### config.mk
export PLATFORM = sky130hd
export DESIGN_NAME = iambic_b_paddle_keyer
export DESIGN_NICKNAME = d
export VERILOG_FILES = /design/src/rtl/ipk_pkg.sv /design/src/rtl/ipk_cfg.sv /design/src/rtl/ipk_core.sv /design/src/rtl/iambic_b_paddle_keyer.sv
export VERILOG_INCLUDE_DIRS = /design/src /design/src/rtl
export SDC_FILE = /design/constraint.sdc
export NUM_CORES = 1
export LEC_CHECK = 0
export BUFFER_PORTS_ARGS = -buffer_cell sky130_fd_sc_hd__buf_2
export CORE_MARGIN = 4
export CORE_UTILIZATION = 40
export DETAILED_ROUTE_END_ITERATION = 16
export MAX_ROUTING_LAYER = met4
export PLACE_DENSITY = 0.59
export REMOVE_ABC_BUFFERS = 1
export SKIP_CTS_REPAIR_TIMING = 1
export SLEW_MARGIN = 40
export SYNTH_ARGS = -nofsm -noshare
export SYNTH_HDL_FRONTEND = slang
export SYNTH_HIERARCHICAL = 1
export SYNTH_SLANG_ARGS = --single-unit
### constraint.sdc
create_clock -name i_clk -period 6.6 [get_ports i_clk]
set_clock_uncertainty 0.1 [all_clocks]
set_input_delay 1.32 -clock i_clk [delete_from_list [all_inputs] [get_ports i_clk]]
set_output_delay 1.32 -clock i_clk [all_outputs]
set_load 0.02 [all_outputs]
### src/rtl/assert_macros.svh
// Assertion macros for the RTL files; included by the top level.
`ifndef ASSERT_MACROS_SVH
`define ASSERT_MACROS_SVH

// Implication checked on every clock edge outside reset.
`define IPK_ASSERT(label, prop, msg) \
    label: assert property (@(posedge i_clk) disable iff (!i_rst_n) (prop)) else $error(msg);

// Implication checked on every clock edge, reset included.
`define IPK_ASSERT_ALWAYS(label, prop, msg) \
    label: assert property (@(posedge i_clk) (prop)) else $error(msg);

`endif

### src/rtl/ipk_pkg.sv
// Types and constants of the iambic mode B paddle keyer.
`default_nettype none

package ipk_pkg;

    localparam int DIT_W   = 16;
    localparam int WSD_W   = 4;
    localparam int POS_W   = 18;
    localparam int GAP_W   = 20;
    localparam int CFG_W   = 16;

    localparam logic [DIT_W-1:0] DIT_SAMPLES_RST = 16'd2880;
    localparam logic [WSD_W-1:0] WORD_SPACE_RST  = 4'd7;
    localparam logic [GAP_W-1:0] GAP_MAX         = 20'hFFFFF;

    typedef enum logic [0:0] {
        CFG_DIT_SAMPLES = 1'b0,
        CFG_WORD_SPACE  = 1'b1
    } t_cfg_idx;

    typedef enum logic [1:0] {
        ELEM_NONE = 2'd0,
        ELEM_DIT  = 2'd1,
        ELEM_DAH  = 2'd2
    } t_elem;

    typedef struct packed {
        t_elem             active_element;
        logic [POS_W-1:0]  envelope_index;
        t_elem             element_symbol;
        logic              char_end;
        logic              word_space;
    } t_result;

endpackage

`default_nettype wire

### src/rtl/ipk_cfg.sv
// Configuration registers: dit length and word space threshold.
`default_nettype none

module ipk_cfg
    import ipk_pkg::*;
(
    input  wire logic             i_clk,
    input  wire logic             i_rst_n,
    input  wire logic             i_cfg_we,
    input  wire logic [0:0]       i_cfg_idx,
    input  wire logic [CFG_W-1:0] i_cfg_wdata,
    output logic      [DIT_W-1:0] o_dit_samples,
    output logic      [WSD_W-1:0] o_space_dits
);

    logic [DIT_W-1:0] r_dit_samples;
    logic [WSD_W-1:0] r_space_dits;

    always_ff @(posedge i_clk) begin
        if (!i_rst_n) begin
            r_dit_samples <= DIT_SAMPLES_RST;
            r_space_dits  <= WORD_SPACE_RST;
        end else if (i_cfg_we) begin
            unique case (t_cfg_idx'(i_cfg_idx))
                CFG_DIT_SAMPLES: r_dit_samples <= i_cfg_wdata[DIT_W-1:0];
                CFG_WORD_SPACE:  r_space_dits  <= i_cfg_wdata[WSD_W-1:0];
            endcase
        end
    end

    assign o_dit_samples = r_dit_samples;
    assign o_space_dits  = r_space_dits;

endmodule

`default_nettype wire

### src/rtl/ipk_core.sv
// Keyer state and the per-tick next-state and result logic.
`default_nettype none

module ipk_core
    import ipk_pkg::*;
(
    input  wire logic             i_clk,
    input  wire logic             i_rst_n,
    input  wire logic             i_step,
    input  wire logic             i_dit,
    input  wire logic             i_dah,
    input  wire logic [DIT_W-1:0] i_dit_samples,
    input  wire logic [WSD_W-1:0] i_space_dits,
    output t_result               o_res
);

    logic             r_prev_dit, r_prev_dah;
    logic             r_dit_mem, r_dah_mem;
    t_elem            r_cur;
    logic [POS_W-1:0] r_pos;
    logic [GAP_W-1:0] r_gap;
    logic             r_space_done;
    logic             r_ever_ended;

    logic             n_dit_mem, n_dah_mem;
    t_elem            n_cur;
    logic [POS_W-1:0] n_pos;
    logic [GAP_W-1:0] n_gap;
    logic             n_space_done;
    logic             n_ever_ended;

    // shared per-tick terms
    logic             idle;
    logic [GAP_W-1:0] thresh;
    logic             ws_hit;
    logic             mem_dit, mem_dah;
    t_elem            snd;
    logic             sounding;
    logic [POS_W-1:0] pos_base, pos_inc;
    logic [POS_W-1:0] elem_len;
    logic [GAP_W-1:0] gap_a, gap_sat;
    logic             ends;
    logic             space_a;
    logic             own_mem, opp_mem;
    logic             end_dit_mem, end_dah_mem;

    always_comb begin
        idle    = (r_cur == ELEM_NONE);
        thresh  = GAP_W'(i_space_dits) * GAP_W'(i_dit_samples);
        ws_hit  = idle && r_ever_ended && !r_space_done && (r_gap > thresh);
        gap_a   = ws_hit ? '0 : r_gap;
        gap_sat = (gap_a == GAP_MAX) ? gap_a : gap_a + 1'b1;

        mem_dit = r_dit_mem | (i_dit & ~r_prev_dit);
        mem_dah = r_dah_mem | (i_dah & ~r_prev_dah);
        if (idle) begin
            mem_dit = mem_dit & i_dit;
            mem_dah = mem_dah & i_dah;
        end

        if (!idle) begin
            snd = r_cur;
        end else if (mem_dit) begin
            snd = ELEM_DIT;
        end else if (mem_dah) begin
            snd = ELEM_DAH;
        end else begin
            snd = ELEM_NONE;
        end
        sounding = (snd != ELEM_NONE);
        space_a  = idle ? ((r_space_done | ws_hit) & ~sounding) : r_space_done;

        pos_base = idle ? '0 : r_pos;
        pos_inc  = pos_base + 1'b1;
        elem_len = (snd == ELEM_DIT) ? {1'b0, i_dit_samples, 1'b0} : {i_dit_samples, 2'b00};
        ends     = sounding && (pos_inc >= elem_len);

        end_dit_mem = (snd == ELEM_DIT) ? (mem_dit & i_dit) : mem_dit;
        end_dah_mem = (snd == ELEM_DAH) ? (mem_dah & i_dah) : mem_dah;
        own_mem     = (snd == ELEM_DIT) ? end_dit_mem : end_dah_mem;
        opp_mem     = (snd == ELEM_DIT) ? end_dah_mem : end_dit_mem;
    end

    // next state
    always_comb begin
        n_dit_mem    = mem_dit;
        n_dah_mem    = mem_dah;
        n_cur        = snd;
        n_pos        = '0;
        n_gap        = gap_sat;
        n_space_done = space_a;
        n_ever_ended = r_ever_ended;
        if (ends) begin
            n_dit_mem    = end_dit_mem;
            n_dah_mem    = end_dah_mem;
            n_gap        = '0;
            n_ever_ended = 1'b1;
            if (opp_mem) begin
                n_cur = (snd == ELEM_DIT) ? ELEM_DAH : ELEM_DIT;
            end else if (own_mem) begin
                n_cur = snd;
            end else begin
                n_cur        = ELEM_NONE;
                n_space_done = 1'b0;
            end
        end else if (sounding) begin
            n_pos = pos_inc;
        end
    end

    // result
    always_comb begin
        o_res.active_element = snd;
        o_res.envelope_index = pos_base;
        o_res.element_symbol = ends ? snd : ELEM_NONE;
        o_res.char_end       = ends && !opp_mem && !own_mem;
        o_res.word_space     = ws_hit;
    end

    always_ff @(posedge i_clk) begin
        if (!i_rst_n) begin
            r_prev_dit   <= 1'b0;
            r_prev_dah   <= 1'b0;
            r_dit_mem    <= 1'b0;
            r_dah_mem    <= 1'b0;
            r_cur        <= ELEM_NONE;
            r_pos        <= '0;
            r_gap        <= '0;
            r_space_done <= 1'b0;
            r_ever_ended <= 1'b0;
        end else if (i_step) begin
            r_prev_dit   <= i_dit;
            r_prev_dah   <= i_dah;
            r_dit_mem    <= n_dit_mem;
            r_dah_mem    <= n_dah_mem;
            r_cur        <= n_cur;
            r_pos        <= n_pos;
            r_gap        <= n_gap;
            r_space_done <= n_space_done;
            r_ever_ended <= n_ever_ended;
        end
    end

endmodule

`default_nettype wire

### src/rtl/iambic_b_paddle_keyer.sv
// Top level of the iambic mode B paddle keyer.
//
//  channel   direction  handshake           payload
//  paddles   in         i_valid / o_stall   i_dit_pressed, i_dah_pressed
//  result    out        o_valid / i_stall   o_active_element .. o_word_space
//  config    in         i_cfg_we            i_cfg_idx, i_cfg_wdata
//
// One beat per cycle sustained while i_stall is low; each beat passes through the
// input register and then the result register before its result is valid. Keyer state
// advances when the input register hands its beat to the result register. A stalled
// result holds the input register; o_stall rises only while both registers are full.
// Synchronous active-low reset clears control state and loads register defaults.
`default_nettype none
`include "assert_macros.svh"

module iambic_b_paddle_keyer
    import ipk_pkg::*;
(
    input  wire logic             i_clk,
    input  wire logic             i_rst_n,
    input  wire logic             i_valid,
    output logic                  o_stall,
    input  wire logic             i_dit_pressed,
    input  wire logic             i_dah_pressed,
    output logic                  o_valid,
    input  wire logic             i_stall,
    output logic      [1:0]       o_active_element,
    output logic      [POS_W-1:0] o_envelope_index,
    output logic      [1:0]       o_element_symbol,
    output logic                  o_char_end,
    output logic                  o_word_space,
    input  wire logic             i_cfg_we,
    input  wire logic [0:0]       i_cfg_idx,
    input  wire logic [CFG_W-1:0] i_cfg_wdata
);

    logic             r_in_vld;
    logic             r_in_dit, r_in_dah;
    logic             r_out_vld;
    t_result          r_res;
    logic             step;
    logic             in_take;
    logic [DIT_W-1:0] dit_samples;
    logic [WSD_W-1:0] space_dits;
    t_result          res;

    assign step    = r_in_vld && (!r_out_vld || !i_stall);
    assign o_stall = r_in_vld && r_out_vld && i_stall;
    assign in_take = i_valid && !o_stall;

    ipk_cfg u_cfg (
        .i_clk         (i_clk),
        .i_rst_n       (i_rst_n),
        .i_cfg_we      (i_cfg_we),
        .i_cfg_idx     (i_cfg_idx),
        .i_cfg_wdata   (i_cfg_wdata),
        .o_dit_samples (dit_samples),
        .o_space_dits  (space_dits)
    );

    ipk_core u_core (
        .i_clk         (i_clk),
        .i_rst_n       (i_rst_n),
        .i_step        (step),
        .i_dit         (r_in_dit),
        .i_dah         (r_in_dah),
        .i_dit_samples (dit_samples),
        .i_space_dits  (space_dits),
        .o_res         (res)
    );

    always_ff @(posedge i_clk) begin
        if (!i_rst_n) begin
            r_in_vld  <= 1'b0;
            r_out_vld <= 1'b0;
        end else begin
            if (in_take) begin
                r_in_vld <= 1'b1;
            end else if (step) begin
                r_in_vld <= 1'b0;
            end
            if (step) begin
                r_out_vld <= 1'b1;
            end else if (!i_stall) begin
                r_out_vld <= 1'b0;
            end
        end
    end

    always_ff @(posedge i_clk) begin
        if (in_take) begin
            r_in_dit <= i_dit_pressed;
            r_in_dah <= i_dah_pressed;
        end
        if (step) begin
            r_res <= res;
        end
    end

    assign o_valid          = r_out_vld;
    assign o_active_element = r_res.active_element;
    assign o_envelope_index = r_res.envelope_index;
    assign o_element_symbol = r_res.element_symbol;
    assign o_char_end       = r_res.char_end;
    assign o_word_space     = r_res.word_space;

    `IPK_ASSERT(a_cend_has_symbol,
        (o_valid && o_char_end) |-> (o_element_symbol != ELEM_NONE),
        "char end without element symbol")
    `IPK_ASSERT(a_space_at_start, (o_valid && o_word_space) |-> (o_envelope_index == '0),
        "word space inside an element")
    `IPK_ASSERT(a_env_needs_elem,
        (o_valid && (o_envelope_index != '0)) |-> (o_active_element != ELEM_NONE),
        "envelope position while idle")
    `IPK_ASSERT_ALWAYS(a_stall_only_full, o_stall |-> (r_in_vld && r_out_vld && i_stall),
        "stall without both registers full")

endmodule

`default_nettype wire
== Yosys cells after proc, flatten, opt, wreduce, memory -nomap -nowiden ==
Cells that the tools add are included.
Storage, ports and cells
  bits in registers: 94
  input port bits: 24
  output and inout bits: 26
  word-level logic and storage cells: 96
Cells by class
  add/subtract/negate cells: 2
  multipliers: 1
  order comparisons: 2
  equal/unequal tests: 4
  muxes and demuxes: 30
  bitwise operators: 14
  reduce and logical (&&, ||, !) cells: 23
Operators by type and width (count)
  2-to-1 mux 18 bit: 4
  2-to-1 mux 20 bit: 3
  adder 20 x 1 -> 20 bit (second input constant): 1
  equality test 20 bit (second input constant): 1
  > comparator 20 bit: 1
  multiplier 4 x 16 -> 20 bit: 1
  adder 18 x 1 -> 18 bit (second input constant): 1
  greater-or-equal comparator 18 bit: 1
  2-to-1 mux 1 bit: 16
  2-to-1 mux 2 bit: 7
  logical AND 1 bit: 10
  bitwise AND 1 bit: 7
  logical NOT 1 bit: 6
  AND reduction 2 bit: 3
  NOT 1 bit: 4
  nonzero test 2 bit: 2
  OR 1 bit: 3
  equality test 2 x 1 -> 1 bit (second input constant): 1
  equality test 2 bit (second input constant): 1
  logical NOT 2 bit: 1
  != test 2 x 1 -> 1 bit (second input constant): 1
  logical OR 1 bit: 1

== Depth between registers and ports, before layout ==
Gate-level depths: netlist of run 1.
  depth in word-level cells: 15
  gate-level depth with buffers: 30
  mapped depth without buffers: 29

== Cells and area by module ==
The synthesis of run 1 kept the hierarchy.
By module, submodules not included
  ipk_core: instances 1, cells an instance 751, area each 5636.7 um^2, sequential area each 920.9 um^2
  iambic_b_paddle_keyer: instances 1, cells an instance 34, area each 864.6 um^2, sequential area each 820.8 um^2
  ipk_cfg: instances 1, cells an instance 87, area each 823.3 um^2, sequential area each 400.4 um^2

== Worst setup path after synthesis of run 1 ==
No wires, ideal clock.
  kind: register to register
  start: reg u_cfg.r_space_dits[3] (netlist: u_cfg/o_space_dits[3])
  end: reg u_core.r_gap[14]
  library setup time: 0.069 ns
  data arrival time: 6.675 ns
  data required time: 6.431 ns
  path slack: -0.244 ns
  stages on the path, launching flop included: 30
  buffers on the path: 1
  clock period less this slack: 6.844 ns
  cell sequence: dfxtp_1 clkbuf_1 nand2_1 fa_1 fa_1 inv_1 ha_1 a211o_1 a2111oi_0 o211ai_1 a31oi_1 a21oi_1 a21o_1 a21oi_1 xor2_1 ha_1 nand4_1 nor4bb_1 a221o_1 o31ai_2 inv_2 nor2_1 ha_1 nand3_1 nor2_1 o31a_1 nand3_1 or3_1 or4_1 o21ai_1
On the way
  longest elaborated chain between the ends: 7
  elaborated cells between the ends (all ways): 8
  those cells by class: add/sub: 1; mul: 1; order compare: 1; eq/ne: 1; mux: 3; reduce/logical: 1
RTL lines
  from (decl): RTL line ipk_cfg.sv:17  | logic [WSD_W-1:0] r_space_dits;
  from (signal assigned): RTL line ipk_cfg.sv:26  | CFG_WORD_SPACE: r_space_dits <= i_cfg_wdata[WSD_W-1:0];
  multiplier 4 x 16 -> 20 bit *: RTL line ipk_core.sv:49  | thresh = GAP_W'(i_space_dits) * GAP_W'(i_dit_samples);
  > comparator 20 bit *: RTL line ipk_core.sv:50  | ws_hit = idle && r_ever_ended && !r_space_done && (r_gap > thresh);
  logical AND 1 bit *: RTL line ipk_core.sv:50
  net u_core.ws_hit: RTL line ipk_core.sv:35  | logic ws_hit;
  2-to-1 mux 20 bit *: RTL line ipk_core.sv:51  | gap_a = ws_hit ? '0 : r_gap;
  adder 20 x 1 -> 20 bit or equality test 20 bit (tied branches): RTL line ipk_core.sv:52  | gap_sat = (gap_a == GAP_MAX) ? gap_a : gap_a + 1'b1;
  2-to-1 mux 20 bit *: RTL line ipk_core.sv:52
  2-to-1 mux 20 bit *: RTL line ipk_core.sv:93  | if (ends) begin
  to (signal assigned): RTL line ipk_core.sv:138  | r_gap <= n_gap;
  to (decl): RTL line ipk_core.sv:21  | logic [GAP_W-1:0] r_gap;
The timed path passes the listed nets; every way through them passes the cells marked *.
A chain may end at the register's enable or synchronous reset.

==> flow_summary.toml, run 1 <==
[sta]
hold_violations = 0
setup_viol = 1
rsz0062_at_grt = "yes"
finalCritPeriodShare = 1.01
max-slew-margin-rel = 0.536
tightest_slew_ps = 696
maxSlewViolCount = 0
period_needed_ps = 6660
max_freq_ghz = 0.150
finalSetupTns_ps = -58.2
fin_ws_ps = -58.2

[route]
initialDrtViolationCount = 429
viasPerCell = 5.27
finalWirelength_mm = 17.8
vias = 6220
avgRoutedWirePerCell_um = 15.1
drt-pass1-iter-count = 5
final_antenna_net_count = 0
drc_errors = 0

[outcome]
violations = "setup timing"
status = "finished with violations"

[floorplan]
ios = 50
core_sq_mm = 0.0180
die-area_sq_mm = 0.0205
initial_core_util = 0.408
fp.dieH_um = 143
die_w_um = 143
num_rows = 49

[yosys]
ys_types = 68
synth-seq-area-share = 0.292
synth_cells = 872
avgSynthCellArea_sq_um = 8.40
synth_top_cell_area_share = 0.186
synth_seq_cells = 94
synth_area_leaders = "dfxtp_1, ha_1, edfxtp_1"
netlist_area_sq_mm = 0.00732
async_flop_share = 0
synth_edf_count = 26
synth_area_leader_cell = "dfxtp_1"
ys_warn_count = 6
yosys_most_used_dff = "dfxtp_1"

[pwr]
p_int_w = 0.00111
power_switching_w = 0.000521
power_density_mw_per_mm2 = 191
switching_share = 0.319
clkPwrFrac = 0.319
power_leakage_nw = 3.75
pwr-share-comb = 0.294
power_frac_seq = 0.386
peakVddDrop_v = 0.000136

[worst_setup_path]
end_kind = "flip-flop"
critPathKind = "flip-flop to flip-flop"
cp.arrival_ps = 6840
crit_required_ps = 6780
cp_max_fo = 4
max_stage_delay_ps = 540
cpMaxStageDelayCell = "fa_1"
crit_buf_inv = 4
worst_setup_path_start_kind = "flip-flop"
cp_top_family = "compound AO/OA/AOI/OAI gates"

[job]
maxCapViolCount = 0

[finish]
final_nets = 1062
final_util = 0.476
diodes = 0
syn_to_final_growth_pct = 16.8
layout-drive-gt1-share = 0.163
fin_cells = 1181
design_area_sq_mm = 0.00855

[global_route]
grt_pass1_vias = 5893
track_usage = 0.180
grt_max_degree = 41
overflow = 0
grt_antenna_before_repair = 0
grt_pass1_wl_mm = 29.2

[clock_tree]
clockRootBuffer = "clkbuf_16"
clock_path_buffers = 2
cts.sinks = 94
clock_latency_ps = 350
cts_buffers = 9
clkSlewWorstSetupHoldPaths_ps = 70
cts_max_level = 3
cts_tree = "done"

[placed_design]
place.gp.congestion = 0.872
dp_hpwl_mm = 13.4
dp_slack_ps = -180
place_area_sq_mm = 0.00805
io_buffers = 49
dp_cells = 1160

[worst_hold_path]
hp-class = "flip-flop to flip-flop"
per-stage QoR:
step                hold slack, ps  power (W)
floorplan                      341   0.000968
global placement               354    0.00110
CTS                            380    0.00162
finish                         381    0.00163
global route                   411    0.00174
detailed placement             370    0.00110
power groups by stage:
| stage | clock network, W | registers, W | logic (W) |
|---|---|---|---|
| global route | 0.000557 | 0.000633 | 0.000552 |
| floorplan | 0 | 0.000650 | 0.000317 |
| finish | 0.000521 | 0.000630 | 0.000480 |
| CTS | 0.000533 | 0.000630 | 0.000461 |
| global placement | 0 | 0.000642 | 0.000455 |
| detailed placement | 0 | 0.000642 | 0.000458 |
state kept, by name (all words and copies together), names as in the netlist, 2 cells and up:
| register | flops |
|---|---|
| u_cfg/o_space_dits | 4 |
| o_active_element | 2 |
| u_core/r_pos | 18 |
| o_envelope_index | 18 |
| u_cfg/o_dit_samples | 16 |
| o_element_symbol | 2 |
| u_core/r_gap | 20 |
| u_core/r_cur | 2 |
cell usage after synthesis (all sizes together), types with 5 or more instances:
master  number
nand2      108
inv         94
dfxtp       68
ha          63
nor2        60
and2        54
a21oi       46
mux2i       30
clkbuf      28
fa          28
nand3       27
edfxtp      26
o211ai      25
o21ai       24
xnor2       20
a31oi       16
nor3        16
nand4       13
xor2        12
a22oi       10
buf          8
nand3b       8
and3         7
nand2b       6
o21a         6
a211oi       5
a21o         5
or3          5
or4          5
worst reg2reg max path, delay by kind of cell (launching register included):
family / cells / cell delay (ps)
adders and majority gates: 5 / 1620
DFF: 1 / 350
buffers and inverters: 4 / 340
AOI/OAI and AO/OA: 11 / 2280
and+or+nand+nor: 9 / 1730
xor gates and xnor gates: 1 / 170
path summary, 6_finish.rpt:
check,start,to,slack [ps],cells past startpoint
worst max register to register,u_cfg/o_space_dits[1],u_core/r_gap[14],-60,30
worst min-delay path,u_core/r_dah_mem,u_core/r_dah_mem,380,2
worst min register to register,u_core/r_dah_mem,u_core/r_dah_mem,380,2
worst max-delay path,u_cfg/o_space_dits[1],u_core/r_gap[14],-60,30
metal layers:
layer,track usage,vias up,part of all wire
met4,0.0416,0,0.011
met5,-,-,0
li1,-,3177,-
met3,0.0270,15,0.041
met1,0.251,2878,0.50
met2,0.279,150,0.44
final cells by class:
class / instances / area, sq um
inverter: 95 / 357
clock inverter: 4 / 50.0
timing repair buffer: 100 / 647
fill: 1737 / 9410
sequential: 94 / 2160
tap: 229 / 287
multi-input combinational: 647 / 4820
clock buffer: 12 / 236
cells in the final DEF, fill, tap and decap left out, drive strengths merged, types with 27 or more instances in the layout:
master  instances
nand2         108
buf           100
inv            94
dfxtp          68
ha             63
nor2           60
and2           54
a21oi          46
mux2i          30
fa             28
nand3          27
kinds of logic (layout without fill, tap and decap cells):
group	after synthesis	in the layout	synth area share
simple gates	328	328	0.222
compound gates	166	166	0.150
flops	94	94	0.292
mux	30	30	0.0410
xor+xnor	32	32	0.0383
fa+ha+maj	91	91	0.184
buf+inv	131	211	0.0724
No activity file was read; power rests on OpenSTA's default activity.
==> run 2: changes to the inputs <==
PLACE_DENSITY = 0.57   (was 0.59)
clock period = 6.4 ns   (was 6.6 ns; I/O delays follow)
==> run 2 against run 1 <==
Compared with the run above:
- the run still ends with setup timing left
- worst hold slack about the same
- first-iteration DRC count is 36% lower
- sequential power up 3%
- cell count rose by 1.0%
- critical endpoint unchanged
- highest routed layer unchanged
- utilization up 0.67 points
- global-route usage rose by 0.87 points
- total power is 5.3% higher
- routed wire length is 2.0% higher
- clock power up 6.7%
- via count grew 1.0%
- combinational power rose by 6.9%
==> flow_summary.toml, run 2 (same netlist as run 1, synthesis figures left out) <==
[finish]
diodes = 0
final_common_cell = "nand2_1"
final_nets = 1074
regMostFlops = "u_core/r_gap"
final_util = 0.483
syn_to_final_growth_pct = 18.4
largest_reg_flops = 20
fin_cells = 1193
final_cell_mix = "nand2_1, inv_1, dfxtp_1"
layout-drive-gt1-share = 0.183

[route]
final_antenna_net_count = 0
drc_errors = 0
drt-pass1-iter-count = 4
finalWirelength_mm = 18.1
avgRoutedWirePerCell_um = 15.2
vias = 6284
viasPerCell = 5.27
initialDrtViolationCount = 275

[sta]
setup_viol = 7
finalCritPeriodShare = 1.04
tightest_slew_ps = 734
fin_ws_ps = -225
maxSlewViolCount = 0
max_freq_ghz = 0.151
period_needed_ps = 6630
hold_violations = 0
rsz0062_at_grt = "yes"
max-slew-margin-rel = 0.510

[global_route]
track_usage = 0.189
grt_pass1_wl_mm = 30.7
grt_antenna_before_repair = 0
grt_max_degree = 42
overflow = 0
grt_pass1_vias = 6065

[worst_setup_path]
end_kind = "flip-flop"
cpMaxStageDelayCell = "fa_1"
cp_max_fo = 4
critPathKind = "flip-flop to flip-flop"
r2r-start = "u_cfg/o_space_dits[3]"
worst_setup_path_start_kind = "flip-flop"
max_stage_delay_ps = 550
critPathLaunch = "u_cfg/o_space_dits[3]"
cp.arrival_ps = 6820
crit_required_ps = 6590

[clock_tree]
clock_latency_ps = 360
cts_buffers = 9
cts.sinks = 94
cts_tree = "done"
clkSlewWorstSetupHoldPaths_ps = 90
cts_max_level = 3
clockRootBuffer = "clkbuf_16"
clock_path_buffers = 2

[pwr]
power_density_mw_per_mm2 = 198
peakVddDrop_v = 0.000141
power_leakage_nw = 3.88

[job]
maxCapViolCount = 0

[floorplan]
fp.dieH_um = 143
die-area_sq_mm = 0.0205
initial_core_util = 0.408
ios = 50
die_w_um = 143
num_rows = 49
core_sq_mm = 0.0180

[outcome]
status = "finished with violations"
violations = "setup timing"

[worst_hold_path]
hp-start = "u_cfg/o_dit_samples[7]"
hp-class = "flip-flop to flip-flop"

[placed_design]
place.gp.congestion = 0.871
dp_cells = 1170
dp_hpwl_mm = 13.7
io_buffers = 49
[run 2: through the flow]
stage | worst slack, ps | hold WS (ps) | cell area, sq um | power [W] | setup TNS [ps]
after CTS | -416 | 383 | 8420 | 0.00172 | -4470
after floorplan | -655 | 341 | 7150 | 0.000998 | -10950
after global routing | -558 | 425 | 8670 | 0.00183 | -5300
final | -225 | 381 | 8670 | 0.00172 | -329
after detailed placement | -406 | 367 | 8120 | 0.00116 | -4440
after global placement | -243 | 356 | 8120 | 0.00115 | -1870
[run 2: cell type report]
cell class | instances | area (sq um)
Fill cell | 1775 | 9290
Sequential cell | 94 | 2160
Multi-Input combinational cell | 647 | 4840
Timing Repair Buffer | 112 | 737
Clock buffer | 9 | 225
Tap cell | 229 | 287
Clock inverter | 7 | 75.1
Inverter | 95 | 357
[run 2: power by group]
part	switching, W	total, W	internal (W)	leakage [nW]
clock	0.000278	0.000556	0.000278	0.145
combinational	0.000292	0.000513	0.000221	2.94
sequential	0.0000185	0.000648	0.000629	0.795
[run 2: metal layers]
layer / global-route usage / vias to the layer above / share of wire
li1: - / 3195 / -
met1: 0.269 / 2943 / 0.50
met2: 0.284 / 129 / 0.45
met3: 0.0270 / 17 / 0.037
met4: 0.0471 / 0 / 0.012
met5: - / - / 0
[run 2: final timing paths]
check,to,slack [ps],depth (start not counted)
setup reg to reg,u_core/r_gap[14],-230,30
hold / removal,u_cfg/o_dit_samples[7],380,2
hold reg to reg,u_cfg/o_dit_samples[7],380,2
setup / recovery,u_core/r_gap[14],-230,30
[run 2: worst max-delay path: cells and delay by family, from the launching register on]
family          cells  cell delay [ps]
xor+xnor            1              170
buf+inv             4              340
fa+ha+maj           5             1710
simple gates        9             1640
compound gates     11             2280
flops               1              330
==> run 3: changes to the inputs <==
CELL_PAD_IN_SITES_DETAIL_PLACEMENT = 0   (was default)
CELL_PAD_IN_SITES_GLOBAL_PLACEMENT = 1   (was default)
PLACE_DENSITY = 0.71   (was 0.57)
==> run 3 against run 2 <==
Compared with the run above:
- global-route usage barely moved
- sequential share of layout area fell by 0.28 points
- flip-flop and latch count did not move
- register-to-register slack got worse by 40 ps
- the flow still finishes with violations (setup timing)
- cell count rose by 0.75%
- worst setup slack got worse by 36 ps
- worst hold slack got worse by 4.8 ps
==> flow_summary.toml, run 3 (same netlist as run 1, synthesis figures left out) <==
[finish]
final_cell_mix = "nand2_1, inv_1, buf_4"
final_common_cell = "nand2_1"
fill_cells = 1784
design_area_sq_mm = 0.00878
fin_cells = 1202
final_nets = 1083
syn_to_final_growth_pct = 19.9
diodes = 0
layout-drive-gt1-share = 0.196
regMostFlops = "u_core/r_gap"
largest_reg_flops = 20

[route]
finalWirelength_mm = 18.3
avgRoutedWirePerCell_um = 15.2
initialDrtViolationCount = 305
drc_errors = 0
final_antenna_net_count = 0
vias = 6354
drt-pass1-iter-count = 4
viasPerCell = 5.29

[floorplan]
die-area_sq_mm = 0.0205
core_sq_mm = 0.0180
die_w_um = 143
initial_core_util = 0.408
ios = 50
fp.dieH_um = 143
num_rows = 49

[outcome]
status = "finished with violations"
violations = "setup timing"

[sta]
fin_ws_ps = -261
fin_hold_ws_ps = 376
period_needed_ps = 6660
max_freq_ghz = 0.150
rsz0062_at_grt = "yes"
finalCritPeriodShare = 1.04
maxSlewViolCount = 0
max-slew-margin-rel = 0.569
setup_viol = 13
hold_violations = 0
tightest_slew_ps = 640

[global_route]
overflow = 0
grt_pass1_vias = 6048
grt_pass1_wl_mm = 30.5
track_usage = 0.189
grt_antenna_before_repair = 0
grt_max_degree = 53

[pwr]
p_total_w = 0.00171
power_leakage_nw = 3.98
peakVddDrop_v = 0.000173
power_density_mw_per_mm2 = 195

[clock_tree]
cts_max_level = 3
clkSlewWorstSetupHoldPaths_ps = 70
cts_buffers = 9
clock_latency_ps = 360
clockRootBuffer = "clkbuf_16"
cts_tree = "done"
clock_path_buffers = 2
cts.sinks = 94

[placed_design]
place_area_sq_mm = 0.00812
dp_hpwl_mm = 13.6
dp_cells = 1170
io_buffers = 49
dp_slack_ps = -390
place.gp.congestion = 0.850

[worst_setup_path]
max_stage_delay_ps = 540
end_kind = "flip-flop"
critPathKind = "flip-flop to flip-flop"
worst_setup_path_start_kind = "flip-flop"
cp_max_fo = 5
crit_required_ps = 6590
cp.arrival_ps = 6850
crit_top_cell = "inv_2"
cpMaxStageDelayCell = "fa_1"

[job]
maxCapViolCount = 0

[worst_hold_path]
hp-class = "flip-flop to flip-flop"
[run 3: cell count changes in the layout (fill, tap and decap cells not counted), sizes merged]
cell,change
clkinvlp,-1
inv,-1
buf,+9
bufinv,+1
clkinv,+1
[run 3: stage by stage]
stage / setup TNS (ps) / utilization
6_report: -1330 / 0.489
4_1_cts: -4990 / 0.469
3_3_place_gp: -2990 / 0.452
5_1_grt: -6680 / 0.489
2_1_floorplan: -10950 / -
3_5_place_dp: -4530 / 0.452
[run 3: path summary, 6_finish.rpt]
path,from,to,slack (ps),cells past startpoint
setup / recovery,u_cfg/o_space_dits[1],u_core/r_gap[14],-260,30
hold / removal,u_core/r_dah_mem,u_core/r_dah_mem,380,2
setup reg to reg,u_cfg/o_space_dits[1],u_core/r_gap[14],-260,30
hold reg to reg,u_core/r_dah_mem,u_core/r_dah_mem,380,2
[run 3: per-layer routing]
metal	track usage	wire [um]	vias up	part of all wire
li1	-	-	3218	-
met3	0.0309	737	17	0.040
met4	0.0486	232	0	0.013
met2	0.294	8320	119	0.45
met5	-	0	-	0
met1	0.259	9040	3000	0.49
[run 3: critical path: cells and delay by family, from the launching register on]
family	cells	cell delay [ps]
xor+xnor	1	180
fa+ha+maj	5	1650
simple gates	9	1690
flops	1	360
compound gates	11	2270
buf+inv	4	350
[run 3: area by class of cell]
cell class / count / area [sq um] / area share
Tap cell: 229 / 287 / 0.0326
Clock buffer: 9 / 225 / 0.0256
Timing Repair Buffer: 121 / 830 / 0.0944
Sequential cell: 94 / 2160 / 0.246
Clock inverter: 7 / 71.3 / 0.00812
Multi-Input combinational cell: 647 / 4860 / 0.553
Inverter: 95 / 357 / 0.0406
[run 3: power by group]
group / leakage [nW] / total (W) / switching, W / internal (W)
registers: 0.795 / 0.000649 / 0.0000198 / 0.000629
clock network: 0.150 / 0.000552 / 0.000247 / 0.000305
logic: 3.03 / 0.000507 / 0.000286 / 0.000221
total: 3.98 / 0.00171 / 0.000553 / 0.00116
